## src/rtl/modular_exponentiation_top_macros.svh

```systemverilog
// ----------------------------------------------------------------------------
// Modular exponentiation assertion macros
// Shared concurrent assertion wrappers, clocked on the rising edge and
// disabled while the asynchronous reset is asserted.
// ----------------------------------------------------------------------------
`ifndef MODULAR_EXPONENTIATION_TOP_MACROS_SVH
`define MODULAR_EXPONENTIATION_TOP_MACROS_SVH

// A property that must hold at every clock edge outside reset.
`define MEXP_ASSERT(lbl, clk, rst_n, prop, msg) \
	lbl: assert property (@(posedge clk) disable iff (!rst_n) prop) \
		else $error(msg);

// A condition that must never be seen at a clock edge outside reset.
`define MEXP_ASSERT_NEVER(lbl, clk, rst_n, cond, msg) \
	lbl: assert property (@(posedge clk) disable iff (!rst_n) !(cond)) \
		else $error(msg);

`endif

```

## src/rtl/mexp_pkg.sv

```systemverilog
// ----------------------------------------------------------------------------
// Modular exponentiation package
// Default sizes and the command and status types between the controller
// and the datapath.
// ----------------------------------------------------------------------------
`timescale 1ns / 1ps

package mexp_pkg;

	localparam int unsigned EXP_BITS_DEF = 16;
	localparam int unsigned MOD_BITS_DEF = 16;

	// Operand selection for one modular multiply.
	typedef enum logic [1:0] {
		OP_REDUCE,
		OP_SQUARE,
		OP_MULTIPLY
	} mul_op_t;

	typedef struct packed {
		logic    load;
		logic    mul_start;
		mul_op_t mul_op;
		logic    idx_dec;
		logic    out_load;
	} dp_cmd_t;

	typedef struct packed {
		logic exp_zero;
		logic mod_zero;
		logic cur_bit;
		logic idx_zero;
		logic mul_done;
	} dp_sts_t;

endpackage

```

## src/rtl/mexp_mulmod.sv

```systemverilog
// ----------------------------------------------------------------------------
// Bit-serial modular multiplier
// Interleaved multiply and reduce: one bit of the multiplier per cycle,
// the partial residue doubled, reduced, the multiplicand added and reduced.
// ----------------------------------------------------------------------------
`timescale 1ns / 1ps

`include "modular_exponentiation_top_macros.svh"

module mexp_mulmod #(
	parameter int unsigned MOD_BITS = mexp_pkg::MOD_BITS_DEF
) (
	input  logic                clk,
	input  logic                arst_n,
	input  logic                start,
	input  logic [MOD_BITS-1:0] a,
	input  logic [MOD_BITS-1:0] b,
	input  logic [MOD_BITS-1:0] m,
	output logic                done,
	output logic [MOD_BITS-1:0] result
);

	localparam int unsigned CNT_W = (MOD_BITS > 1) ? $clog2(MOD_BITS) : 1;

	logic                busy_q;
	logic                done_q;
	logic [CNT_W-1:0]    cnt_q;
	logic [MOD_BITS-1:0] a_q;
	logic [MOD_BITS-1:0] b_q;
	logic [MOD_BITS-1:0] m_q;
	logic [MOD_BITS-1:0] r_q;

	logic [MOD_BITS:0]   m_ext;
	logic [MOD_BITS:0]   dbl;
	logic [MOD_BITS:0]   red1;
	logic [MOD_BITS:0]   sum;
	logic [MOD_BITS:0]   red2;
	logic [MOD_BITS-1:0] r_next;

	// The residue stays below the modulus, so each add stays below twice
	// the modulus and one conditional subtract reduces it.
	always_comb begin
		m_ext  = {1'b0, m_q};
		dbl    = {r_q, 1'b0};
		red1   = (dbl >= m_ext) ? (dbl - m_ext) : dbl;
		sum    = {1'b0, red1[MOD_BITS-1:0]} + (a_q[MOD_BITS-1] ? {1'b0, b_q} : '0);
		red2   = (sum >= m_ext) ? (sum - m_ext) : sum;
		r_next = red2[MOD_BITS-1:0];
	end

	always_ff @(posedge clk or negedge arst_n) begin
		if (!arst_n) begin
			busy_q <= 1'b0;
			done_q <= 1'b0;
			cnt_q  <= '0;
		end else begin
			done_q <= 1'b0;
			if (start) begin
				busy_q <= 1'b1;
				cnt_q  <= CNT_W'(MOD_BITS - 1);
			end else if (busy_q) begin
				if (cnt_q == '0) begin
					busy_q <= 1'b0;
					done_q <= 1'b1;
				end else begin
					cnt_q <= cnt_q - 1'b1;
				end
			end
		end
	end

	always_ff @(posedge clk) begin
		if (start) begin
			a_q <= a;
			b_q <= b;
			m_q <= m;
			r_q <= '0;
		end else if (busy_q) begin
			a_q <= {a_q[MOD_BITS-2:0], 1'b0};
			r_q <= r_next;
		end
	end

	assign done   = done_q;
	assign result = r_q;

	`MEXP_ASSERT(a_residue_reduced, clk, arst_n, busy_q |-> (r_q < m_q), "residue not below modulus")
	`MEXP_ASSERT_NEVER(a_done_while_busy, clk, arst_n, done_q && busy_q, "done raised while busy")

endmodule

```

## src/rtl/mexp_dp.sv

```systemverilog
// ----------------------------------------------------------------------------
// Modular exponentiation datapath
// Operand, accumulator and exponent registers, bit index, the shared
// multiplier and the result register.
// ----------------------------------------------------------------------------
`timescale 1ns / 1ps

module mexp_dp #(
	parameter int unsigned EXP_BITS = mexp_pkg::EXP_BITS_DEF,
	parameter int unsigned MOD_BITS = mexp_pkg::MOD_BITS_DEF
) (
	input  logic                clk,
	input  logic                arst_n,
	input  mexp_pkg::dp_cmd_t   cmd,
	output mexp_pkg::dp_sts_t   sts,
	input  logic [MOD_BITS-1:0] base,
	input  logic [EXP_BITS-1:0] exponent,
	input  logic [MOD_BITS-1:0] modulus,
	output logic [MOD_BITS-1:0] power_result
);

	localparam int unsigned IDX_W = (EXP_BITS > 1) ? $clog2(EXP_BITS) : 1;

	logic [MOD_BITS-1:0] base_q;
	logic [EXP_BITS-1:0] exp_q;
	logic [MOD_BITS-1:0] mod_q;
	logic [MOD_BITS-1:0] acc_q;
	logic [IDX_W-1:0]    idx_q;
	mexp_pkg::mul_op_t   op_q;
	logic [MOD_BITS-1:0] res_q;

	logic [MOD_BITS-1:0] mul_a;
	logic [MOD_BITS-1:0] mul_b;
	logic                mul_done;
	logic [MOD_BITS-1:0] mul_res;

	always_comb begin
		unique case (cmd.mul_op)
			mexp_pkg::OP_REDUCE: begin
				mul_a = base_q;
				mul_b = MOD_BITS'(1);
			end
			mexp_pkg::OP_SQUARE: begin
				mul_a = acc_q;
				mul_b = acc_q;
			end
			mexp_pkg::OP_MULTIPLY: begin
				mul_a = acc_q;
				mul_b = base_q;
			end
			default: begin
				mul_a = acc_q;
				mul_b = acc_q;
			end
		endcase
	end

	mexp_mulmod #(
		.MOD_BITS(MOD_BITS)
	) u_mulmod (
		.clk    (clk),
		.arst_n (arst_n),
		.start  (cmd.mul_start),
		.a      (mul_a),
		.b      (mul_b),
		.m      (mod_q),
		.done   (mul_done),
		.result (mul_res)
	);

	always_ff @(posedge clk) begin
		if (cmd.load) begin
			base_q <= base;
			exp_q  <= exponent;
			mod_q  <= modulus;
			acc_q  <= MOD_BITS'(1);
			idx_q  <= IDX_W'(EXP_BITS - 1);
		end else begin
			if (cmd.idx_dec) begin
				idx_q <= idx_q - 1'b1;
			end
			if (mul_done) begin
				if (op_q == mexp_pkg::OP_REDUCE) begin
					base_q <= mul_res;
				end else begin
					acc_q <= mul_res;
				end
			end
		end
		if (cmd.mul_start) begin
			op_q <= cmd.mul_op;
		end
		if (cmd.out_load) begin
			if (exp_q == '0) begin
				res_q <= MOD_BITS'(1);
			end else if (mod_q == '0) begin
				res_q <= '0;
			end else begin
				res_q <= acc_q;
			end
		end
	end

	assign sts.exp_zero = (exp_q == '0);
	assign sts.mod_zero = (mod_q == '0);
	assign sts.cur_bit  = exp_q[idx_q];
	assign sts.idx_zero = (idx_q == '0);
	assign sts.mul_done = mul_done;

	assign power_result = res_q;

endmodule

```

## src/rtl/mexp_ctrl.sv

```systemverilog
// ----------------------------------------------------------------------------
// Modular exponentiation controller
// Sequences base reduction, the leading-zero skip and the square and
// multiply steps, and owns both handshakes.
// ----------------------------------------------------------------------------
`timescale 1ns / 1ps

`include "modular_exponentiation_top_macros.svh"

module mexp_ctrl (
	input  logic              clk,
	input  logic              arst_n,
	input  logic              req_valid,
	output logic              req_ready,
	output logic              rsp_valid,
	input  logic              rsp_ready,
	output mexp_pkg::dp_cmd_t cmd,
	input  mexp_pkg::dp_sts_t sts
);

	typedef enum logic [3:0] {
		S_IDLE,
		S_CHECK,
		S_RED_GO,
		S_RED_WAIT,
		S_SCAN,
		S_SQ_GO,
		S_SQ_WAIT,
		S_MUL_GO,
		S_MUL_WAIT,
		S_NEXT,
		S_FINISH
	} state_t;

	state_t state_q;
	logic   rsp_valid_q;

	always_comb begin
		cmd.load      = (state_q == S_IDLE) && req_valid;
		cmd.mul_start = 1'b0;
		cmd.mul_op    = mexp_pkg::OP_SQUARE;
		cmd.idx_dec   = 1'b0;
		cmd.out_load  = 1'b0;
		unique case (state_q)
			S_RED_GO: begin
				cmd.mul_start = 1'b1;
				cmd.mul_op    = mexp_pkg::OP_REDUCE;
			end
			S_SQ_GO: begin
				cmd.mul_start = 1'b1;
			end
			S_MUL_GO: begin
				cmd.mul_start = 1'b1;
				cmd.mul_op    = mexp_pkg::OP_MULTIPLY;
			end
			S_SCAN: begin
				cmd.idx_dec = !sts.cur_bit;
			end
			S_NEXT: begin
				cmd.idx_dec = !sts.idx_zero;
			end
			S_FINISH: begin
				cmd.out_load = !rsp_valid_q || rsp_ready;
			end
			default: begin
			end
		endcase
	end

	always_ff @(posedge clk or negedge arst_n) begin
		if (!arst_n) begin
			state_q     <= S_IDLE;
			rsp_valid_q <= 1'b0;
		end else begin
			if (cmd.out_load) begin
				rsp_valid_q <= 1'b1;
			end else if (rsp_ready) begin
				rsp_valid_q <= 1'b0;
			end
			unique case (state_q)
				S_IDLE: begin
					if (req_valid) begin
						state_q <= S_CHECK;
					end
				end
				S_CHECK: begin
					if (sts.exp_zero || sts.mod_zero) begin
						state_q <= S_FINISH;
					end else begin
						state_q <= S_RED_GO;
					end
				end
				S_RED_GO: begin
					state_q <= S_RED_WAIT;
				end
				S_RED_WAIT: begin
					if (sts.mul_done) begin
						state_q <= S_SCAN;
					end
				end
				S_SCAN: begin
					if (sts.cur_bit) begin
						state_q <= S_SQ_GO;
					end
				end
				S_SQ_GO: begin
					state_q <= S_SQ_WAIT;
				end
				S_SQ_WAIT: begin
					if (sts.mul_done) begin
						state_q <= sts.cur_bit ? S_MUL_GO : S_NEXT;
					end
				end
				S_MUL_GO: begin
					state_q <= S_MUL_WAIT;
				end
				S_MUL_WAIT: begin
					if (sts.mul_done) begin
						state_q <= S_NEXT;
					end
				end
				S_NEXT: begin
					state_q <= sts.idx_zero ? S_FINISH : S_SQ_GO;
				end
				S_FINISH: begin
					if (cmd.out_load) begin
						state_q <= S_IDLE;
					end
				end
				default: begin
					state_q <= S_IDLE;
				end
			endcase
		end
	end

	assign req_ready = (state_q == S_IDLE);
	assign rsp_valid = rsp_valid_q;

	`MEXP_ASSERT(a_done_in_wait, clk, arst_n, sts.mul_done |-> (state_q == S_RED_WAIT || state_q == S_SQ_WAIT || state_q == S_MUL_WAIT), "multiply done outside a wait state")
	`MEXP_ASSERT(a_start_not_done, clk, arst_n, cmd.mul_start |=> !sts.mul_done, "multiply finished in one cycle")
	`MEXP_ASSERT(a_load_room, clk, arst_n, cmd.out_load |-> (!rsp_valid_q || rsp_ready), "result overwritten before it was taken")
	`MEXP_ASSERT(a_trivial_fast, clk, arst_n, (state_q == S_CHECK && sts.exp_zero) |=> (state_q == S_FINISH), "zero exponent did not finish at once")

endmodule

```

## src/rtl/modular_exponentiation_top.sv

```systemverilog
// ----------------------------------------------------------------------------
// Modular exponentiation top level
// Left to right binary square and multiply over a shared bit-serial
// modular multiplier, with a controller and a datapath.
// ----------------------------------------------------------------------------
// Computes base to the power exponent modulo modulus, one item at a time.
// An item is taken on req_valid and req_ready, and its result is offered
// on rsp_valid with power_result. A zero exponent returns 1 (not reduced),
// and a zero modulus with a nonzero exponent returns 0; both go straight
// to the result with no multiply. Otherwise the base is first reduced by
// one modular multiply, the exponent is scanned down to its highest set
// bit at one bit per cycle, and every bit from there down costs one
// squaring, one more multiply when the bit is set, and a step to the next
// bit. Each modular multiply runs on the single bit-serial multiplier. The
// finished result sits in an output register, so the next item is
// accepted while it waits to be taken.
// ----------------------------------------------------------------------------
`timescale 1ns / 1ps

module modular_exponentiation_top #(
	parameter int unsigned EXP_BITS = mexp_pkg::EXP_BITS_DEF,
	parameter int unsigned MOD_BITS = mexp_pkg::MOD_BITS_DEF
) (
	input  logic                clk,
	input  logic                arst_n,
	input  logic                req_valid,
	output logic                req_ready,
	input  logic [MOD_BITS-1:0] base,
	input  logic [EXP_BITS-1:0] exponent,
	input  logic [MOD_BITS-1:0] modulus,
	output logic                rsp_valid,
	input  logic                rsp_ready,
	output logic [MOD_BITS-1:0] power_result
);

	mexp_pkg::dp_cmd_t cmd;
	mexp_pkg::dp_sts_t sts;

	// Sequencing and both handshakes live in the controller.
	mexp_ctrl u_ctrl (
		.clk       (clk),
		.arst_n    (arst_n),
		.req_valid (req_valid),
		.req_ready (req_ready),
		.rsp_valid (rsp_valid),
		.rsp_ready (rsp_ready),
		.cmd       (cmd),
		.sts       (sts)
	);

	// Operands, accumulator, multiplier and the result register.
	mexp_dp #(
		.EXP_BITS(EXP_BITS),
		.MOD_BITS(MOD_BITS)
	) u_dp (
		.clk          (clk),
		.arst_n       (arst_n),
		.cmd          (cmd),
		.sts          (sts),
		.base         (base),
		.exponent     (exponent),
		.modulus      (modulus),
		.power_result (power_result)
	);

endmodule

```

## config.mk

```make
export PLATFORM = sky130hd
export DESIGN_NAME = modular_exponentiation_top
export DESIGN_NICKNAME = d
export VERILOG_FILES = /design/src/rtl/mexp_pkg.sv /design/src/rtl/mexp_mulmod.sv /design/src/rtl/mexp_dp.sv /design/src/rtl/mexp_ctrl.sv /design/src/rtl/modular_exponentiation_top.sv
export VERILOG_INCLUDE_DIRS = /design/src /design/src/rtl
export SDC_FILE = /design/constraint.sdc
export NUM_CORES = 1
export LEC_CHECK = 0
export ABC_AREA = 1
export BUFFER_PORTS_ARGS = -buffer_cell sky130_fd_sc_hd__buf_2
export CAP_MARGIN = 20
export CORE_ASPECT_RATIO = 0.7
export CORE_MARGIN = 5
export CORE_UTILIZATION = 66
export CTS_CLUSTER_DIAMETER = 50
export DETAILED_ROUTE_END_ITERATION = 10
export PLACE_DENSITY = 0.86
export SETUP_SLACK_MARGIN = 0.5
export SLEW_MARGIN = 20
export SYNTH_ARGS = -nofsm -noshare
export SYNTH_HDL_FRONTEND = slang
export SYNTH_SLANG_ARGS = --single-unit
```

## constraint.sdc

```tcl
create_clock -name clk -period 10.55 [get_ports clk]
set_input_delay 0.5275 -clock clk [delete_from_list [all_inputs] [get_ports clk]]
set_output_delay 0.5275 -clock clk [all_outputs]
set_load 0.05 [all_outputs]
```

# Word level (Yosys, flattened, before mapping)
# Index checks and enable logic that the tools add are counted.
[word_totals]
regBits = 161
output_inout_bits = 18
input_bits = 52
word_cells = 105
[op_classes]
n_mux = 38
n_eq_ne = 18
bitwise_logic = 1
n_reduce_logical = 23
order_cmp = 3
n_addsub = 5
[op_table]
columns = ["op", "count"]
rows = [
  ["16-bit two-way mux", 9],
  ["4-bit two-way mux", 12],
  ["4-bit one-hot mux with 11 select lines", 1],
  ["17-bit by 16-bit >= comparator with 1-bit output", 2],
  ["16-bit zero test", 2],
  ["16-bit one-hot mux with 2 select lines", 1],
  ["16-bit subtractor", 2],
  ["16-bit by 16-bit adder with 17-bit output", 1],
  ["4-bit by 3-bit equality test with 1-bit output, second input constant", 4],
  ["4-bit equality test, second input constant", 3],
  ["4-bit zero test", 3],
  ["1-bit two-way mux", 12],
  ["4-bit by 2-bit equality test with 1-bit output, second input constant", 2],
  ["2-bit by 1-bit inequality test with 1-bit output, second input constant", 4],
  ["2-bit nonzero test", 4],
  ["4-bit by 1-bit subtractor with 4-bit output, second input constant", 2],
  ["2-bit inequality test, second input constant", 3],
  ["2-bit AND reduction", 3],
  ["6-bit AND reduction", 1],
  ["4-bit by 5-bit < comparator with 1-bit output, second input constant", 1],
  ["1-bit binary-select mux with 4-bit select", 1],
  ["4-bit by 1-bit equality test with 1-bit output, second input constant", 1],
  ["2-bit zero test", 2],
  ["2-bit one-hot mux with 2 select lines", 1],
  ["8 further kinds", 11],
]

# Depth between registers and ports, before layout
# Gate-level depths: netlist (run 1).
[logic_depth]
depth_word = 5
ltp_mapped = 38
mapped_depth_nobuf = 37

# Modules after synthesis
# From an unflattened synthesis (run 1), not the netlist that was laid out.
[unflattened]
cells_unflattened = 1346
area_unflattened_um2 = 10131.0
[modules_own_cells]
columns = ["module", "cells_each", "area_each_um2", "seq_area_each_um2", "n_inst"]
rows = [
  ["mexp_mulmod", 879, 5954.5, 1911.8, 1],
  ["mexp_dp", 380, 3663.5, 2382.3, 1],
  ["mexp_ctrl", 87, 513.0, 125.1, 1],
]

# Worst setup path before layout (run 1)
# Ideal clock, no wire load.
[synth_timing]
path_kind = "register to register"
from = "register u_dp.u_mulmod.m_q[1]"
to = "register u_dp.u_mulmod.r_q[10] (netlist: u_dp.u_mulmod.result[10])"
path_slack_ns = 6.324
required_ns = 10.437
setup_time_ns = 0.113
synth_period_minus_slack_ns = 4.226
arrival_time_ns = 4.112
path_buffers = 2
stages_incl_launch_ff = 32
cell_sequence = "edfxtp_1 > inv_1 > ha_1 > ha_1 > nand2_1 > nor3_1 > nand4_1 > nor3b_2 > nand2_4 > buf_6 > nand2_1 > o21ai_1 > ha_1 > nand2_1 > nand3_1 > nand2_1 > nand2_1 > or2_2 > nand2_1 > inv_1 > ha_1 > nand2_2 > inv_1 > a21oi_2 > nand2_4 > nand2_4 > nand2_4 > nand2_4 > buf_2 > nand3_1 > nand3_1 > nand2_1"
[synth_between]
elab_chain_len = 5
elab_cells_between_ends = 7
classes_between = "add/sub: 3; order compare: 2; mux: 2"
[synth_rtl]
columns = ["item", "line", "text"]
rows = [
  ["start, declared", "mexp_mulmod.sv:30", "logic [MOD_BITS-1:0] m_q;"],
  ["start signal, assigned", "mexp_mulmod.sv:76", "m_q <= m;"],
  ["16-bit subtractor / 17-bit by 16-bit >= comparator with 1-bit output (equally long branches)", "mexp_mulmod.sv:45", "red1 = (dbl >= m_ext) ? (dbl - m_ext) : dbl;"],
  ["16-bit two-way mux", "mexp_mulmod.sv:45", ""],
  ["16-bit by 16-bit adder with 17-bit output", "mexp_mulmod.sv:46", "sum = {1'b0, red1[MOD_BITS-1:0]} + (a_q[MOD_BITS-1] ? {1'b0, b_q} : '0);"],
  ["16-bit subtractor / 17-bit by 16-bit >= comparator with 1-bit output (equally long branches)", "mexp_mulmod.sv:47", "red2 = (sum >= m_ext) ? (sum - m_ext) : sum;"],
  ["16-bit two-way mux *", "mexp_mulmod.sv:47", ""],
  ["end signal, assigned", "mexp_mulmod.sv:80", "r_q <= r_next;"],
  ["end, declared", "mexp_mulmod.sv:31", "logic [MOD_BITS-1:0] r_q;"],
]
# Every way passes the cells marked *; elsewhere a longest branch is shown, timed or not.
# A chain may end at the register's enable or synchronous reset.

# Final worst setup path (run 1)
[layout_timing]
from = "register u_dp.u_mulmod.r_q[9] (netlist: u_dp.u_mulmod.result[9])"
to = "register u_dp.u_mulmod.r_q[0] (netlist: u_dp.u_mulmod.result[0])"
[layout_between]
elab_chain_len = 5
elab_cells_between_ends = 7
classes_between = "add/sub: 3; order compare: 2; mux: 2"
[layout_rtl]
columns = ["item", "line"]
rows = [
  ["17-bit by 16-bit >= comparator with 1-bit output / 16-bit subtractor (equally long branches)", "mexp_mulmod.sv:45"],
  ["16-bit two-way mux *", "mexp_mulmod.sv:45"],
  ["16-bit by 16-bit adder with 17-bit output *", "mexp_mulmod.sv:46"],
  ["16-bit subtractor / 17-bit by 16-bit >= comparator with 1-bit output (equally long branches)", "mexp_mulmod.sv:47"],
  ["16-bit two-way mux *", "mexp_mulmod.sv:47"],
]
# Marked as above.

==> reports/qor_table.md, run 1 <==
| Metric | Reported | Unit |
|---|---|---|
| Wire length per cell | 16.8 | µm |
| Vias in the first global route | 8092 | - |
| Fin area | 11100 | µm² |
| Clk sinks | 161 | - |
| Resized cells post-CTS | 0 | - |
| Routed metal-1 wirelength | 11200 | µm |
| Hold buffer count at CTS | 1 | - |
| Clock buffer depth | 2 | - |
| Total inserted antenna cells | 0 | - |
| Master of the slowest instance on the critical path | sky130_fd_sc_hd__dfxtp_1 | - |
| Worst slew slack as a fraction of its limit | 35.9 | % |
| Period minus WS final | 5230 | ps |
| 1st-iter DRT viols | 1290 | - |
| Result of the run | complete, no violations | - |
| Instance count on the critical path | 29 | - |
| MaxCap Viol Count | 0 | - |
| Share of synthesized flip-flops with an asynchronous set or reset | 6.83 | % |
| Buffer type at the clock tree root | sky130_fd_sc_hd__clkbuf_16 | - |
| Clock-pin slew on the worst setup and hold paths | 70 | ps |
| Placer Congestion | 1.01 | - |
| Setup clock skew after layout | 9.32 | ps |
| Area after DPL | 10500 | µm² |
| CTS tree | yes | - |
| # IOs | 70 | - |
| Cell row count | 37 | - |
| FILL cells | 1071 | - |
| Remaining global-route overflow | 0 | - |
| Synth Net Count | 1403 | - |
| Hpwl dp | 19900 | µm |
| FMAX | 191 | MHz |
| Post-synth top flop | sky130_fd_sc_hd__edfxtp_1 | - |
| Final nets | 1469 | - |
| Clock network latency to the later pin of the worst-skew pair | 430 | ps |
| Cell depth of the worst hold path | 1 | - |
| Number of setup violations in the final report | 0 | - |
| Kind of path behind the tightest hold check | input port to register | - |
| 1st-pass router iterations | 6 | - |
| Post-detailed-route DRC marker count | 0 | - |
| Via count | 8848 | - |
| Area added between synthesis and finish | 11.0 | % |
| Proportion of layout cells with a drive suffix above 1 | 12.1 | % |
| Height of the chip | 113 | µm |
| Maximum level of the CTS H-tree | 4 | - |
| Number of post-CTS setup repair buffers | 0 | - |
| Synthesis-stage register bit count | 161 | - |
| Number of buffer and inverter stages on the critical path | 2 | - |
| Post-Syn Instances | 1297 | - |
| Final Max Tran Viols | 0 | - |
| Data required time at the worst endpoint | 10930 | ps |
| Register-to-register path setup slack | 5320 | ps |
| Number of enable-type register cells in the synthesized netlist | 114 | - |
| Detailed-route wire length | 26400 | µm |
| TritonCTS Buffers | 17 | - |
| Share of the cycle needed by the critical path after routing | 49.6 | % |
| Final hold violation count | 0 | - |
| Tot GR Track Use | 30.6 | % |
| Critical path's top delay family | simple AND/OR/NAND/NOR gates | - |
| FF-to-FF path depth | 29 | - |
| Unrepaired setup endpoints after global routing | no | - |
| Met3 WL | 3650 | µm |
| CP most frequent cell | sky130_fd_sc_hd__nand2_1 | - |
| Cell area after synthesis | 10000 | µm² |
| Die width | 157 | µm |
| Share of synthesized area occupied by flip-flops and latches | 44.1 | % |
| Longest individual stage delay on the worst path | 510 | ps |
| Number of warnings reported in the yosys synthesis log | 0 | - |
| Floorplan core area | 14800 | µm² |
| Initial core utilization | 67.8 | % |
| CP arrival | 5610 | ps |
| Post-synthesis cell type count | 48 | - |
| Type of element launching the critical path | register | - |
| Average size of a mapped cell | 7.72 | µm² |
| Vias per cell | 5.63 | - |
| Nature of the critical path endpoint | register | - |
| Final cell utilization of the core | 75.3 | % |
| Length of routed met2 wiring | 11000 | µm |
| Slew at the pin closest to its max-slew limit | 961 | ps |
| Combined flip-flop and latch cell area | 4420 | µm² |
| Total of buffers placed on input and output ports | 69 | - |
| Post-route ant nets | 0 | - |
| Topmost layer with routed signal wires | met4 | - |
| Critical path peak fanout | 27 | - |
| Initial antenna violation count | 0 | - |
| Area of the multi-input gates | 4640 | µm² |
| Pin count of the biggest net entering global routing | 63 | - |
| Global-route wire length before repair | 42400 | µm |
| Setup total negative slack | 0 | ps |
| Die area | 17800 | µm² |
| WS Path Type | register to register | - |
## logic make-up (layout without fill, tap and decap cells)
logic type	after synthesis	count (layout)	synth area share, %
flip-flops	161	161	44.1
XOR/XNOR	20	20	1.75
AO/OA/AOI/OAI	177	177	9.66
adder cells (fa/ha/maj)	54	54	6.97
AND/OR/NAND/NOR	649	649	28.0
buffers and inverters	236	315	9.53
## Yosys cell counts, drive strengths merged, types with 3 or more instances
master / count / area share [%]
a21oi: 82 / 4.5
a31oi: 6 / 0.37
and2: 3 / 0.19
buf: 20 / 1.4
clkbuf: 8 / 0.30
dfrtp: 11 / 2.7
dfxtp: 36 / 7.2
edfxtp: 114 / 34
fa: 3 / 0.60
ha: 51 / 6.4
inv: 208 / 7.8
nand2: 421 / 17
nand3: 92 / 4.8
nand3b: 3 / 0.22
nand4: 9 / 0.56
nor2: 104 / 4.3
nor3: 9 / 0.56
o21ai: 78 / 3.9
or2: 4 / 0.27
xnor2: 5 / 0.44
xor2: 15 / 1.3
## metrics by stage
stage / cells / worst slack, ps / hold WS (ps)
finish: 1571 / 5320 / 269
global placement: 1538 / 5610 / 416
detailed placement: 1538 / 5480 / 411
global route: 1571 / 4950 / 254
CTS: 1571 / 5470 / 260
floorplan: 1297 / 6320 / 232
## final cells by class
| cell class | count | share of cell area [%] |
|---|---|---|
| Multi-Input combinational cell | 900 | 41.8 |
| Sequential cell | 161 | 39.8 |
| Inverter | 208 | 7.04 |
| Clock buffer | 19 | 4.28 |
| Timing Repair Buffer | 75 | 3.53 |
| Tap cell | 195 | 2.19 |
| Clock inverter | 13 | 1.43 |
## metal layers
metal	track usage, %	vias to the layer above
li1	-	4311
met2	43.8	503
met3	9.40	49
met5	0	-
met4	8.31	0
met1	45.4	3985
## layout by cell type (no fill, tap or decap), types with 7 or more instances in the layout
cell                        Yosys  layout
sky130_fd_sc_hd__a21oi_1       77      77
sky130_fd_sc_hd__buf_2          9      69
sky130_fd_sc_hd__clkbuf_16      0      19
sky130_fd_sc_hd__dfrtp_1       11      11
sky130_fd_sc_hd__dfxtp_1       36      36
sky130_fd_sc_hd__edfxtp_1     114     114
sky130_fd_sc_hd__ha_1          51      51
sky130_fd_sc_hd__inv_1        201     200
sky130_fd_sc_hd__inv_2          7       7
sky130_fd_sc_hd__nand2_1      392     392
sky130_fd_sc_hd__nand2_2       24      24
sky130_fd_sc_hd__nand3_1       89      89
sky130_fd_sc_hd__nand4_1        9       9
sky130_fd_sc_hd__nor2_1        97      97
sky130_fd_sc_hd__nor3_1         8       8
sky130_fd_sc_hd__o21ai_0       64      64
sky130_fd_sc_hd__o21ai_1       13      13
sky130_fd_sc_hd__xor2_1        15      15
## sequential cells by signal (all words and copies together) (netlist names)
name                  cells
u_dp.acc_q               16
u_dp.base_q              16
u_dp.exp_q               16
u_dp.mod_q               16
u_dp.power_result        16
u_dp.u_mulmod.a_q        16
u_dp.u_mulmod.b_q        16
u_dp.u_mulmod.m_q        16
u_dp.u_mulmod.result     16
u_ctrl.state_q            4
u_dp.idx_q                4
u_dp.u_mulmod.cnt_q       4
u_dp.op_q                 2
u_ctrl.rsp_valid          1
u_dp.u_mulmod.busy_q      1
u_dp.u_mulmod.done        1
## path summary, 6_finish.rpt
check	from	endpoint
max	u_dp.u_mulmod.result[9]	u_dp.u_mulmod.result[0]
max reg2reg	u_dp.u_mulmod.result[9]	u_dp.u_mulmod.result[0]
min	modulus[1]	u_dp.mod_q[1]
min reg2reg	u_dp.mod_q[9]	u_dp.u_mulmod.m_q[9]
min in group asynchronous	arst_n	u_dp.u_mulmod.cnt_q[3]
max in group asynchronous	arst_n	u_ctrl.state_q[2]
Power of run 1 is not shown: default switching activity piles up to over one toggle a cycle in this logic, so the estimate is an artifact.
==> inputs of run 2 (changes only) <==
--- a/config.mk
+++ b/config.mk
@@ -6,15 +6,15 @@
 export SDC_FILE = /design/constraint.sdc
 export NUM_CORES = 1
 export LEC_CHECK = 0
-export ABC_AREA = 1
+export ABC_AREA = 0
 export BUFFER_PORTS_ARGS = -buffer_cell sky130_fd_sc_hd__buf_2
 export CAP_MARGIN = 20
 export CORE_ASPECT_RATIO = 0.7
 export CORE_MARGIN = 5
-export CORE_UTILIZATION = 66
+export CORE_UTILIZATION = 61
 export CTS_CLUSTER_DIAMETER = 50
 export DETAILED_ROUTE_END_ITERATION = 10
-export PLACE_DENSITY = 0.86
+export PLACE_DENSITY = 0.81
 export SETUP_SLACK_MARGIN = 0.5
 export SLEW_MARGIN = 20
 export SYNTH_ARGS = -nofsm -noshare
==> constraint.sdc (replaced) <==
create_clock -name clk -period 4.84 [get_ports clk]
set_input_delay 0.242 -clock clk [delete_from_list [all_inputs] [get_ports clk]]
set_output_delay 0.242 -clock clk [all_outputs]
set_load 0.05 [all_outputs]
==> run 2 against run 1 <==
  * The run now ends with setup timing left
  * Register-to-register slack got worse by 6600 ps
  * Non-clock buffer count rose by 210
  * Largest cell class unchanged
  * Cell count fell by 11%
  * Final area rose by 13%
  * Hold slack got worse by 190 ps
  * Flip-flop and latch count did not move
  * Global-route usage rose by 0.65 points
  * Maximum frequency fell by 15%
==> reports/qor_table.md, run 2 <==
| Metric | Reported | Unit |
|---|---|---|
| Vias in the first global route | 8424 | - |
| Share of synthesized flip-flops with an asynchronous set or reset | 6.83 | % |
| Register-to-register path setup slack | -1290 | ps |
| Endpoint of the lowest-slack register-to-register path | u_dp.u_mulmod.result[7] | - |
| FILL cells | 731 | - |
| MaxCap Viol Count | 0 | - |
| Post-detailed-route DRC marker count | 0 | - |
| Buffer type at the clock tree root | sky130_fd_sc_hd__clkbuf_16 | - |
| Final Max Tran Viols | 0 | - |
| Final Non-Filler Cells | 1405 | - |
| Share of synthesized area occupied by flip-flops and latches | 48.0 | % |
| Detailed-route wire length | 29400 | µm |
| Final cell utilization of the core | 85.0 | % |
| Placed cell count | 1313 | - |
| Height of the chip | 113 | µm |
| CP arrival | 6450 | ps |
| Dominant cell type by area after synthesis | sky130_fd_sc_hd__edfxtp_1 | - |
| Post-synth top flop | sky130_fd_sc_hd__edfxtp_1 | - |
| Pin count of the biggest net entering global routing | 37 | - |
| Final hold violation count | 0 | - |
| Synth Net Count | 1037 | - |
| Dpl ws | -1310 | ps |
| TritonCTS Buffers | 17 | - |
| Most common cell after layout, fill and taps aside | sky130_fd_sc_hd__buf_4 | - |
| Initial core utilization | 62.3 | % |
| Total inserted antenna cells | 0 | - |
| Master of the slowest instance on the critical path | sky130_fd_sc_hd__edfxtp_1 | - |
| Vias per cell | 6.19 | - |
| Kind of path behind the tightest hold check | input port to register | - |
| Post-Syn Instances | 931 | - |
| Area share of the largest cell type after synthesis | 37.2 | % |
| Top cells by area in the synthesized netlist | sky130_fd_sc_hd__edfxtp_1 (37%), sky130_fd_sc_hd__dfxtp_1 (7.8%), sky130_fd_sc_hd__nand2_1 (7.1%), sky130_fd_sc_hd__ha_1 (6.9%), sky130_fd_sc_hd__mux2i_1 (3.6%) | - |
| Period minus WS final | 6130 | ps |
| Launching element of the worst setup path | u_dp.u_mulmod.m_q[5] | - |
| FF-to-FF path depth | 32 | - |
| Nature of the critical path endpoint | register | - |
| Setup clock skew after layout | 19.5 | ps |
| Commonest cells post-synth | sky130_fd_sc_hd__nand2_1 (173), sky130_fd_sc_hd__edfxtp_1 (114), sky130_fd_sc_hd__a21oi_1 (58), sky130_fd_sc_hd__ha_1 (51), sky130_fd_sc_hd__nor2_1 (39) | - |
| Via count | 8697 | - |
| Number of warnings reported in the yosys synthesis log | 0 | - |
| Hpwl dp | 18400 | µm |
| Worst slew slack as a fraction of its limit | 34.7 | % |
| Floorplan core area | 14800 | µm² |
| WS Path Type | register to register | - |
| Most common cell in the synthesized netlist | sky130_fd_sc_hd__nand2_1 | - |
| Proportion of layout cells with a drive suffix above 1 | 30.9 | % |
| Clock network latency to the later pin of the worst-skew pair | 440 | ps |
| Average size of a mapped cell | 9.89 | µm² |
| CTS tree | yes | - |
| FMAX | 163 | MHz |
| Clk sinks | 161 | - |
| Area after DPL | 11000 | µm² |
| Global-route wire length before repair | 43300 | µm |
| Type of element launching the critical path | register | - |
| Slew at the pin closest to its max-slew limit | 979 | ps |
| # IOs | 70 | - |
| Number of enable-type register cells in the synthesized netlist | 114 | - |
| Die area | 17700 | µm² |
| Cell depth of the worst hold path | 3 | - |
| Result of the run | complete, but fails checks | - |
| Post-route ant nets | 0 | - |
| Fin area | 12600 | µm² |
| 1st-pass router iterations | 6 | - |
| Commonest non-fill, non-tap cells in the layout | sky130_fd_sc_hd__buf_4 (173), sky130_fd_sc_hd__nand2_1 (172), sky130_fd_sc_hd__edfxtp_1 (114) | - |
| Longest individual stage delay on the worst path | 360 | ps |
| Worst setup slack after layout | -1290 | ps |
| Unrepaired setup endpoints after global routing | yes | - |
| Initial antenna violation count | 0 | - |
| Area added between synthesis and finish | 36.4 | % |
| Wire length per cell | 20.9 | µm |
| Number of setup violations in the final report | 16 | - |
| Tot GR Track Use | 31.3 | % |
| Failing checks | setup timing | - |
| Post-synthesis cell type count | 65 | - |
| Critical path peak fanout | 7 | - |
| Crit path capture | u_dp.u_mulmod.result[7] | - |
| Clock buffer depth | 2 | - |
| Placer Congestion | 0.926 | - |
| 1st-iter DRT viols | 1195 | - |
| Total of buffers placed on input and output ports | 69 | - |
| RR Startpoint | u_dp.u_mulmod.m_q[5] | - |
| Remaining global-route overflow | 0 | - |
| Cell area after synthesis | 9210 | µm² |
| Synthesis-stage register bit count | 161 | - |
| Final nets | 1303 | - |
| Clock-pin slew on the worst setup and hold paths | 70 | ps |
| Data required time at the worst endpoint | 5160 | ps |
| Share of the cycle needed by the critical path after routing | 127 | % |
| Maximum level of the CTS H-tree | 4 | - |
| Cell row count | 37 | - |
| Die width | 157 | µm |
run 2: repair_timing:
action	CTS	global route
pin swaps	35	42
endpoints found under the setup margin	16	16
hold endpoints to repair	43	0
gates resized for setup	33	43
buffers inserted	12	15
hold buffers	33	0
run 2: logic make-up (layout without fill, tap and decap cells):
group,count (synthesis),in the layout,synth area share (%)
flip-flops,161,161,48.0
multiplexers,55,55,6.89
XOR/XNOR,39,39,3.71
AO/OA/AOI/OAI,187,187,12.6
buffers and inverters,81,360,3.44
AND/OR/NAND/NOR,354,354,17.8
adder cells (fa/ha/maj),54,54,7.58
run 2: worst min-delay path by stage:
| stage | start | to | slack, ps |
|---|---|---|---|
| 4_1_cts | base[13] | u_dp.base_q[13] | 70 |
| 3_3_place_gp | arst_n | u_ctrl.state_q[1] | 140 |
| 2_1_floorplan | arst_n | u_ctrl.rsp_valid | -50 |
| 5_1_grt | base[8] | u_dp.base_q[8] | 80 |
| 3_5_place_dp | arst_n | u_ctrl.state_q[1] | 140 |
| 6_report | base[6] | u_dp.base_q[6] | 80 |
run 2: layout make-up:
type,count,area (µm²),area share (%)
clock buffers,20,478,3.81
inverters,43,161,1.29
well taps,195,244,1.94
clock inverters,12,119,0.947
flip-flops and latches,161,4420,35.2
repair buffers,285,2120,16.9
multi-input cells,689,5010,39.9
run 2: routing by layer:
layer | vias up | share of wire (%) | track usage (%)
met2 | 540 | 48 | 50.5
met1 | 4147 | 39 | 41.1
met3 | 111 | 9.5 | 8.22
met4 | 0 | 3.2 | 10.9
li1 | 3899 | - | -
met5 | - | 0 | 0
run 2: per-stage QoR:
| stage | hold slack [ps] | setup TNS, ps |
|---|---|---|
| 3_3_place_gp | 140 | -12650 |
| 3_5_place_dp | 142 | -18520 |
| 4_1_cts | 67.1 | -17590 |
| 2_1_floorplan | -53.6 | -8360 |
| 6_report | 81.4 | -19370 |
| 5_1_grt | 81.5 | -22900 |
run 2: worst max-delay path, delay by kind of cell, from the launching register on:
| family | cells | cell delay [ps] |
|---|---|---|
| AO/OA/AOI/OAI | 9 | 1760 |
| multiplexers | 1 | 180 |
| XOR/XNOR | 1 | 220 |
| AND/OR/NAND/NOR | 10 | 1410 |
| flip-flops | 1 | 360 |
| adder cells (fa/ha/maj) | 4 | 1120 |
| buffers and inverters | 7 | 950 |
Power of run 2 is left out for the same reason.
==> inputs of run 3 (changes only) <==
--- a/config.mk
+++ b/config.mk
@@ -14,9 +14,11 @@
 export CORE_UTILIZATION = 61
 export CTS_CLUSTER_DIAMETER = 50
 export DETAILED_ROUTE_END_ITERATION = 10
+export MAX_ROUTING_LAYER = met4
 export PLACE_DENSITY = 0.81
 export SETUP_SLACK_MARGIN = 0.5
 export SLEW_MARGIN = 20
 export SYNTH_ARGS = -nofsm -noshare
 export SYNTH_HDL_FRONTEND = slang
+export SYNTH_HIERARCHICAL = 1
 export SYNTH_SLANG_ARGS = --single-unit
==> run 3 against run 2 <==
  * The flow still finishes with violations (setup timing)
  * Synthesized area grew 1.5%
  * Register-to-register slack gained 220 ps
  * Critical path depth shrank 3
  * Maximum frequency up 3.7%
  * Clock-buffer cell count is 2 lower
  * Hold slack gained 21 ps
  * Non-clock buffer count is 10 lower
  * Worst setup slack improved by 220 ps
  * Largest cell class unchanged
==> reports/qor_table.md, run 3 <==
| Metric | Reported | Unit |
|---|---|---|
| Failing checks | setup timing | - |
| Master of the slowest instance on the critical path | sky130_fd_sc_hd__edfxtp_1 | - |
| # IOs | 70 | - |
| Top cells by area in the synthesized netlist | sky130_fd_sc_hd__edfxtp_1 (37%), sky130_fd_sc_hd__dfxtp_1 (7.7%), sky130_fd_sc_hd__ha_1 (6.8%), sky130_fd_sc_hd__mux2_2 (5.9%), sky130_fd_sc_hd__nand2_1 (3.8%) | - |
| Via count | 8456 | - |
| Total inserted antenna cells | 0 | - |
| Fin area | 12500 | µm² |
| Cell depth of the worst hold path | 2 | - |
| Most common cell in the synthesized netlist | sky130_fd_sc_hd__edfxtp_1 | - |
| Buffer type at the clock tree root | sky130_fd_sc_hd__clkbuf_16 | - |
| Longest individual stage delay on the worst path | 350 | ps |
| Global-route wire length before repair | 45700 | µm |
| Commonest non-fill, non-tap cells in the layout | sky130_fd_sc_hd__buf_4 (166), sky130_fd_sc_hd__edfxtp_1 (114), sky130_fd_sc_hd__nand2_1 (91) | - |
| Number of setup violations in the final report | 16 | - |
| Unrepaired setup endpoints after global routing | yes | - |
| FMAX | 169 | MHz |
| Tot GR Track Use | 34.4 | % |
| Area after DPL | 11000 | µm² |
| CP most frequent cell | sky130_fd_sc_hd__buf_4 | - |
| Vias per cell | 6.35 | - |
| Final Max Tran Viols | 0 | - |
| Remaining global-route overflow | 0 | - |
| Area share of the largest cell type after synthesis | 36.6 | % |
| Nature of the critical path endpoint | register | - |
| Share of synthesized area occupied by flip-flops and latches | 47.3 | % |
| Floorplan core area | 14900 | µm² |
| Kind of path behind the tightest hold check | input port to register | - |
| Final nets | 1230 | - |
| Commonest cells post-synth | sky130_fd_sc_hd__edfxtp_1 (114), sky130_fd_sc_hd__nand2_1 (95), sky130_fd_sc_hd__a21oi_1 (51), sky130_fd_sc_hd__ha_1 (51), sky130_fd_sc_hd__nor2_1 (50) | - |
| Total of buffers placed on input and output ports | 69 | - |
| Maximum level of the CTS H-tree | 4 | - |
| Area added between synthesis and finish | 34.0 | % |
| Clock network latency to the later pin of the worst-skew pair | 450 | ps |
| 1st-iter DRT viols | 1197 | - |
| Height of the chip | 114 | µm |
| Die width | 158 | µm |
| CP arrival | 6260 | ps |
| Setup clock skew after layout | 16.8 | ps |
| Detailed-route wire length | 30900 | µm |
| Average size of a mapped cell | 10.7 | µm² |
| Share of the cycle needed by the critical path after routing | 122 | % |
| Type of element launching the critical path | register | - |
| Post-detailed-route DRC marker count | 0 | - |
| WS Path Type | register to register | - |
| Data required time at the worst endpoint | 5190 | ps |
| Result of the run | complete, but fails checks | - |
| Number of warnings reported in the yosys synthesis log | 6 | - |
| Worst setup slack after layout | -1070 | ps |
| FILL cells | 740 | - |
| Final Non-Filler Cells | 1332 | - |
| CTS tree | yes | - |
| Period minus WS final | 5910 | ps |
| Final cell utilization of the core | 84.2 | % |
| Post-synth top flop | sky130_fd_sc_hd__edfxtp_1 | - |
| Cell row count | 37 | - |
| Initial core utilization | 62.9 | % |
| Placed cell count | 1240 | - |
| Worst slew slack as a fraction of its limit | 37.5 | % |
| FF-to-FF path depth | 29 | - |
| Clk sinks | 161 | - |
| Placer Congestion | 1.02 | - |
| Synthesis-stage register bit count | 161 | - |
| Clock-pin slew on the worst setup and hold paths | 80 | ps |
| 1st-pass router iterations | 6 | - |
| Post-synthesis cell type count | 76 | - |
| Proportion of layout cells with a drive suffix above 1 | 36.1 | % |
| Number of enable-type register cells in the synthesized netlist | 114 | - |
| MaxCap Viol Count | 0 | - |
| Share of synthesized flip-flops with an asynchronous set or reset | 6.83 | % |
| Pin count of the biggest net entering global routing | 67 | - |
| Wire length per cell | 23.2 | µm |
| TritonCTS Buffers | 17 | - |
| Dpl ws | -840 | ps |
| Cell area after synthesis | 9340 | µm² |
| Critical path peak fanout | 8 | - |
| Post-Syn Instances | 872 | - |
| Vias in the first global route | 8350 | - |
| Slew at the pin closest to its max-slew limit | 938 | ps |
| Final hold violation count | 0 | - |
| Hpwl dp | 18100 | µm |
| Clock buffer depth | 2 | - |
| Dominant cell type by area after synthesis | sky130_fd_sc_hd__edfxtp_1 | - |
| Post-route ant nets | 0 | - |
| Most common cell after layout, fill and taps aside | sky130_fd_sc_hd__buf_4 | - |
| Synth Net Count | 978 | - |
| Die area | 17900 | µm² |
| Initial antenna violation count | 0 | - |
run 3: cell count changes in the layout (fill, tap and decap cells not counted), sizes merged, moves of 10 or more:
cell,change
and3,-18
mux2,+33
nor2,+12
mux2i,-17
nand3,-21
nand2,-78
nor3b,+16
a211oi,+11
buf,-10
run 3: final cells by class:
class	instances	area (µm²)	share of cell area, %
repair buffers	275	2030	16.2
clock inverters	14	143	1.14
multi-input cells	623	5080	40.6
clock buffers	18	429	3.43
flip-flops and latches	161	4420	35.3
inverters	46	173	1.38
well taps	195	244	1.95
run 3: cell families after synthesis:
logic type	after synthesis	share of synthesized area, %
flip-flops	161	47.3
AO/OA/AOI/OAI	198	14.4
AND/OR/NAND/NOR	262	14.1
XOR/XNOR	39	3.66
buffers and inverters	88	4.14
adder cells (fa/ha/maj)	54	7.47
multiplexers	70	8.91
run 3: repair_timing:
action | in CTS | in global routing
setup buffers | 16 | 11
resized for setup | 36 | 38
endpoints found under the setup margin | 16 | 16
pin swaps | 21 | 29
hold endpoints to repair | 43 | 0
hold buffers | 33 | 0
run 3: worst max-delay path: cells and delay by family, from the launching register on:
family	cells	cell delay (ps)
and+or+nand+nor	8	1300
xor gates and xnor gates	1	170
muxes	1	320
DFF	1	350
adders and majority gates	3	810
AOI/OAI and AO/OA	11	2200
buffers and inverters	5	680
run 3: path summary, 6_finish.rpt:
path / startpoint / to / slack [ps]
worst max-delay path: u_dp/u_mulmod/m_q[10] / u_dp/u_mulmod/result[0] / -1070
worst min-delay path: base[3] / u_dp/base_q[3] / 100
worst max register to register: u_dp/u_mulmod/m_q[10] / u_dp/u_mulmod/result[0] / -1070
worst min register to register: u_dp/mod_q[13] / u_dp/u_mulmod/m_q[13] / 460
max in group asynchronous: arst_n / u_ctrl/state_q[1] / 4420
min in group asynchronous: arst_n / u_dp/u_mulmod/busy_q / 200
run 3: stage by stage:
step	setup TNS, ps	hold slack [ps]
floorplan	-3640	-53.6
global placement	-8330	126
detailed placement	-12420	136
CTS	-10020	101
global route	-17980	93.6
finish	-15570	102
run 3: routing by layer:
metal | routed length, µm | GRT usage (%)
met2 | 14200 | 52.9
met5 | 0 | -
met4 | 1230 | 12.6
met1 | 12300 | 45.8
met3 | 3170 | 6.75
Power of run 3 is left out for the same reason.
